<file path="config.mk">
export PLATFORM = sky130hd
export DESIGN_NAME = bsve_ram
export DESIGN_NICKNAME = d
export VERILOG_FILES = /design/src/bsve_ram.sv
export SDC_FILE = /design/constraint.sdc
export NUM_CORES = 1
export LEC_CHECK = 0
export BUFFER_PORTS_ARGS = -buffer_cell sky130_fd_sc_hd__buf_2
export CORE_UTILIZATION = 66
export CTS_CLUSTER_SIZE = 14
export DETAILED_ROUTE_END_ITERATION = 16
export GPL_TIMING_DRIVEN = 0
export PLACE_DENSITY = 0.87
export SYNTH_ARGS = -nofsm -noshare
export SYNTH_HDL_FRONTEND = slang
export SYNTH_SLANG_ARGS = --single-unit
</file>
<file path="constraint.sdc">
create_clock -name clock -period 6.6 [get_ports clock]
set_input_delay 1.32 -clock clock [delete_from_list [all_inputs] [get_ports clock]]
set_output_delay 1.32 -clock clock [all_outputs]
set_load 0.1 [all_outputs]
</file>
<file path="src/bsve_ram.sv">
// Generic single-port-write, single-port-read RAM with registered read data.
`timescale 1ns / 1ps

module bsve_ram #(
   parameter int WIDTH = 32,
   parameter int DEPTH = 16
) (
   input  logic                     clock,
   input  logic                     wr_en,
   input  logic [$clog2(DEPTH)-1:0] wr_addr,
   input  logic [WIDTH-1:0]         wr_data,
   input  logic                     rd_en,
   input  logic [$clog2(DEPTH)-1:0] rd_addr,
   output logic [WIDTH-1:0]         rd_data
);

   logic [WIDTH-1:0] mem_ff [DEPTH];
   logic [WIDTH-1:0] rd_data_ff;

   // write port
   always_ff @(posedge clock) begin
      if (wr_en) begin
         mem_ff[wr_addr] <= wr_data;
      end
   end

   // read port, data held until the next read
   always_ff @(posedge clock) begin
      if (rd_en) begin
         rd_data_ff <= mem_ff[rd_addr];
      end
   end

   assign rd_data = rd_data_ff;

endmodule

</file>
==> flow_metrics.env <==
export IMPL_status="finished clean"
export IMPL_grt_max_degree=33
export IMPL_dpl_instance_area_sq_um=21500
export IMPL_fp_dieW_um=177
export IMPL_ys_ff_latch=544
export IMPL_critPathBufInv=2
export IMPL_viasPerCell=7.20
export IMPL_clk_latency_ns=0.56
export IMPL_fin_nets=1029
export IMPL_cts_buffers=50
export IMPL_ctsResizeCount=0
export IMPL_grt_pass1_vias=10400
export IMPL_rows=63
export IMPL_hp_class="reg -> reg"
export IMPL_hold_viol_final=0
export IMPL_synth_nets=881
export IMPL_slew_headroom=0.292
export IMPL_grt_pass1_wl_um=71600
export IMPL_endpoint_kind="flop"
export IMPL_cts_root_buf="clkbuf_16"
export IMPL_post_cts_buffers=0
export IMPL_wl_um=49600
export IMPL_worstSetupPathType="in -> reg"
export IMPL_track_usage=0.331
export IMPL_coreArea_sq_um=29900
export IMPL_htreeDepth=2
export IMPL_ys_types=17
export IMPL_avgSynthCellArea_sq_um=24.1
export IMPL_drtPass1Iterations=7
export IMPL_clock_sinks=544
export IMPL_ioPinCount=75
export IMPL_cpPeakStageDelay_ns=0.55
export IMPL_rsz0062_at_grt="no"
export IMPL_start_util=0.675
export IMPL_area_delta_synth_final_pct=14.1
export IMPL_netlist_instances=838
export IMPL_worst_slew_pin_slew_ns=1.06
export IMPL_cts_tree="done"
export IMPL_hpwl_um=27300
export IMPL_postLayoutCellArea_sq_um=23000
export IMPL_cp_slowest_cell="clkbuf_1"
export IMPL_antenna_found_initial=1
export IMPL_power_total_mw=7.11
export IMPL_crit_chain="clkbuf_1 > buf_2 > mux4_2 > a22oi_1 > nand2_1"
export IMPL_drv_cap=0
export IMPL_wire_per_inst_um=35.0
export IMPL_max_freq_mhz=345
export IMPL_vias=10200
export IMPL_place_congestion=0.775
export IMPL_clk_pin_slew_ns=0.06
export IMPL_ys_seq_area_frac=0.810
export IMPL_die_area_sq_um=31300
export IMPL_path_delay_family="buffers and inverters"
export IMPL_clk_path_buf_depth=3
export IMPL_die_h_um=177
export IMPL_ant_nets=0
export IMPL_drv_slew=0
export IMPL_setup_viol=0
export IMPL_ys_warn_count=0
export IMPL_layout_min_cycle_time_ns=2.90
export IMPL_power_density_nw_per_um2=309
export IMPL_leakage_nw=7.38
export IMPL_crit_path_start_kind="input port"
export IMPL_io_buffers=72
export IMPL_max_vdd_ir_drop_mv=0.228
export IMPL_holdBufCountCts=0
export IMPL_dp_slack_ns=3.22
export IMPL_overflow=0
export IMPL_skew_ns=0.0189
export IMPL_critPathMaxFanout=10
export IMPL_worstPathRequired_ns=6.88
export IMPL_fin_hold_ws_ns=0.769
export IMPL_drt_iter0_drc=1665
export IMPL_worst_ep_arrival_time_ns=3.18
export IMPL_fin_ws_ns=3.70
export IMPL_synthesis_area_sq_um=20200
export IMPL_tns_ns=0
export IMPL_drc_errors=0
export IMPL_period_share=0.439
export IMPL_layout_drive_gt1_share=0.314
-- synth_stat cells --
master,count,area (sq um)
nand2b_1,2,12.5
and2_1,1,6.26
buf_1,9,33.8
mux4_2,128,2880
nand3_1,1,5.00
buf_4,11,82.6
clkbuf_1,17,63.8
or3b_2,1,8.76
nand2_1,33,124
buf_6,2,22.5
nand3b_1,2,15.0
nor2_1,13,48.8
buf_2,4,20.0
a22oi_1,64,480
nor3_1,4,20.0
edfxtp_1,544,16300
nor2b_1,2,12.5
-- cell usage in the layout (no fill, tap or decap), types with 12 or more instances in the layout --
cell type  instances
a22oi_1           64
buf_2             76
buf_4             12
clkbuf_1          28
clkbuf_16         50
clkinv_1          17
edfxtp_1         544
mux4_2           128
nand2_1           33
nor2_4            12
-- routing by layer --
layer / global-route usage / share of wire
met1: 0.438 / 0.33
met2: 0.557 / 0.52
met3: 0.0528 / 0.11
met4: 0.140 / 0.041
met5: 0 / 0
-- tightest hold or removal path, cell delays in order, from the launching register on --
cell and delay, ns:
edfxtp_1 0.32, mux4_2 0.23, a22oi_1 0.06, nand2_1 0.06
-- metrics by stage --
| stage | utilization | instances |
|---|---|---|
| 3_3_place_gp | 0.704 | 1300 |
| 3_5_place_dp | 0.721 | 1324 |
| 6_report | 0.771 | 1417 |
| 4_1_cts | 0.771 | 1416 |
| 2_1_floorplan | - | 838 |
| 5_1_grt | 0.771 | 1416 |
-- registers in the layout, indices dropped and copies added, names as in the netlist --
signal,cells
rd_data,32
mem_ff,512
-- cells by family (layout without fill, tap and decap cells) --
group                  Yosys count  count (layout)  share of synthesized area
buffers and inverters           43             231                     0.0110
flip-flops                     544             544                      0.810
multiplexers                   128             128                      0.143
other                            0               1                          0
AND/OR/NAND/NOR                 59              59                     0.0125
AO/OA/AOI/OAI                   64              64                     0.0238
-- final timing paths --
kind	startpoint	to	slack, ns	cells after the start
max	rd_addr[1]	rd_data[18]	3.70	5
min reg2reg	mem_ff[13][26]	rd_data[26]	0.77	3
min	mem_ff[13][26]	rd_data[26]	0.77	3
max reg2reg	mem_ff[13][17]	rd_data[17]	4.97	3
-- final cells by class --
type | count | area (sq um)
Sequential cell | 544 | 16300
Fill cell | 1353 | 6850
Multi-Input combinational cell | 251 | 3730
Clock buffer | 61 | 1290
Timing Repair Buffer | 96 | 762
Tap cell | 390 | 488
Buffer | 43 | 223
Clock inverter | 31 | 195
Antenna cell | 1 | 2.50
-- power breakdown --
group	internal, mW	switching, mW	total, mW
combinational	0.142	0.346	0.489
sequential	3.89	0.0275	3.92
clock	1.47	1.23	2.70
Power figures use the tool's default switching activity.
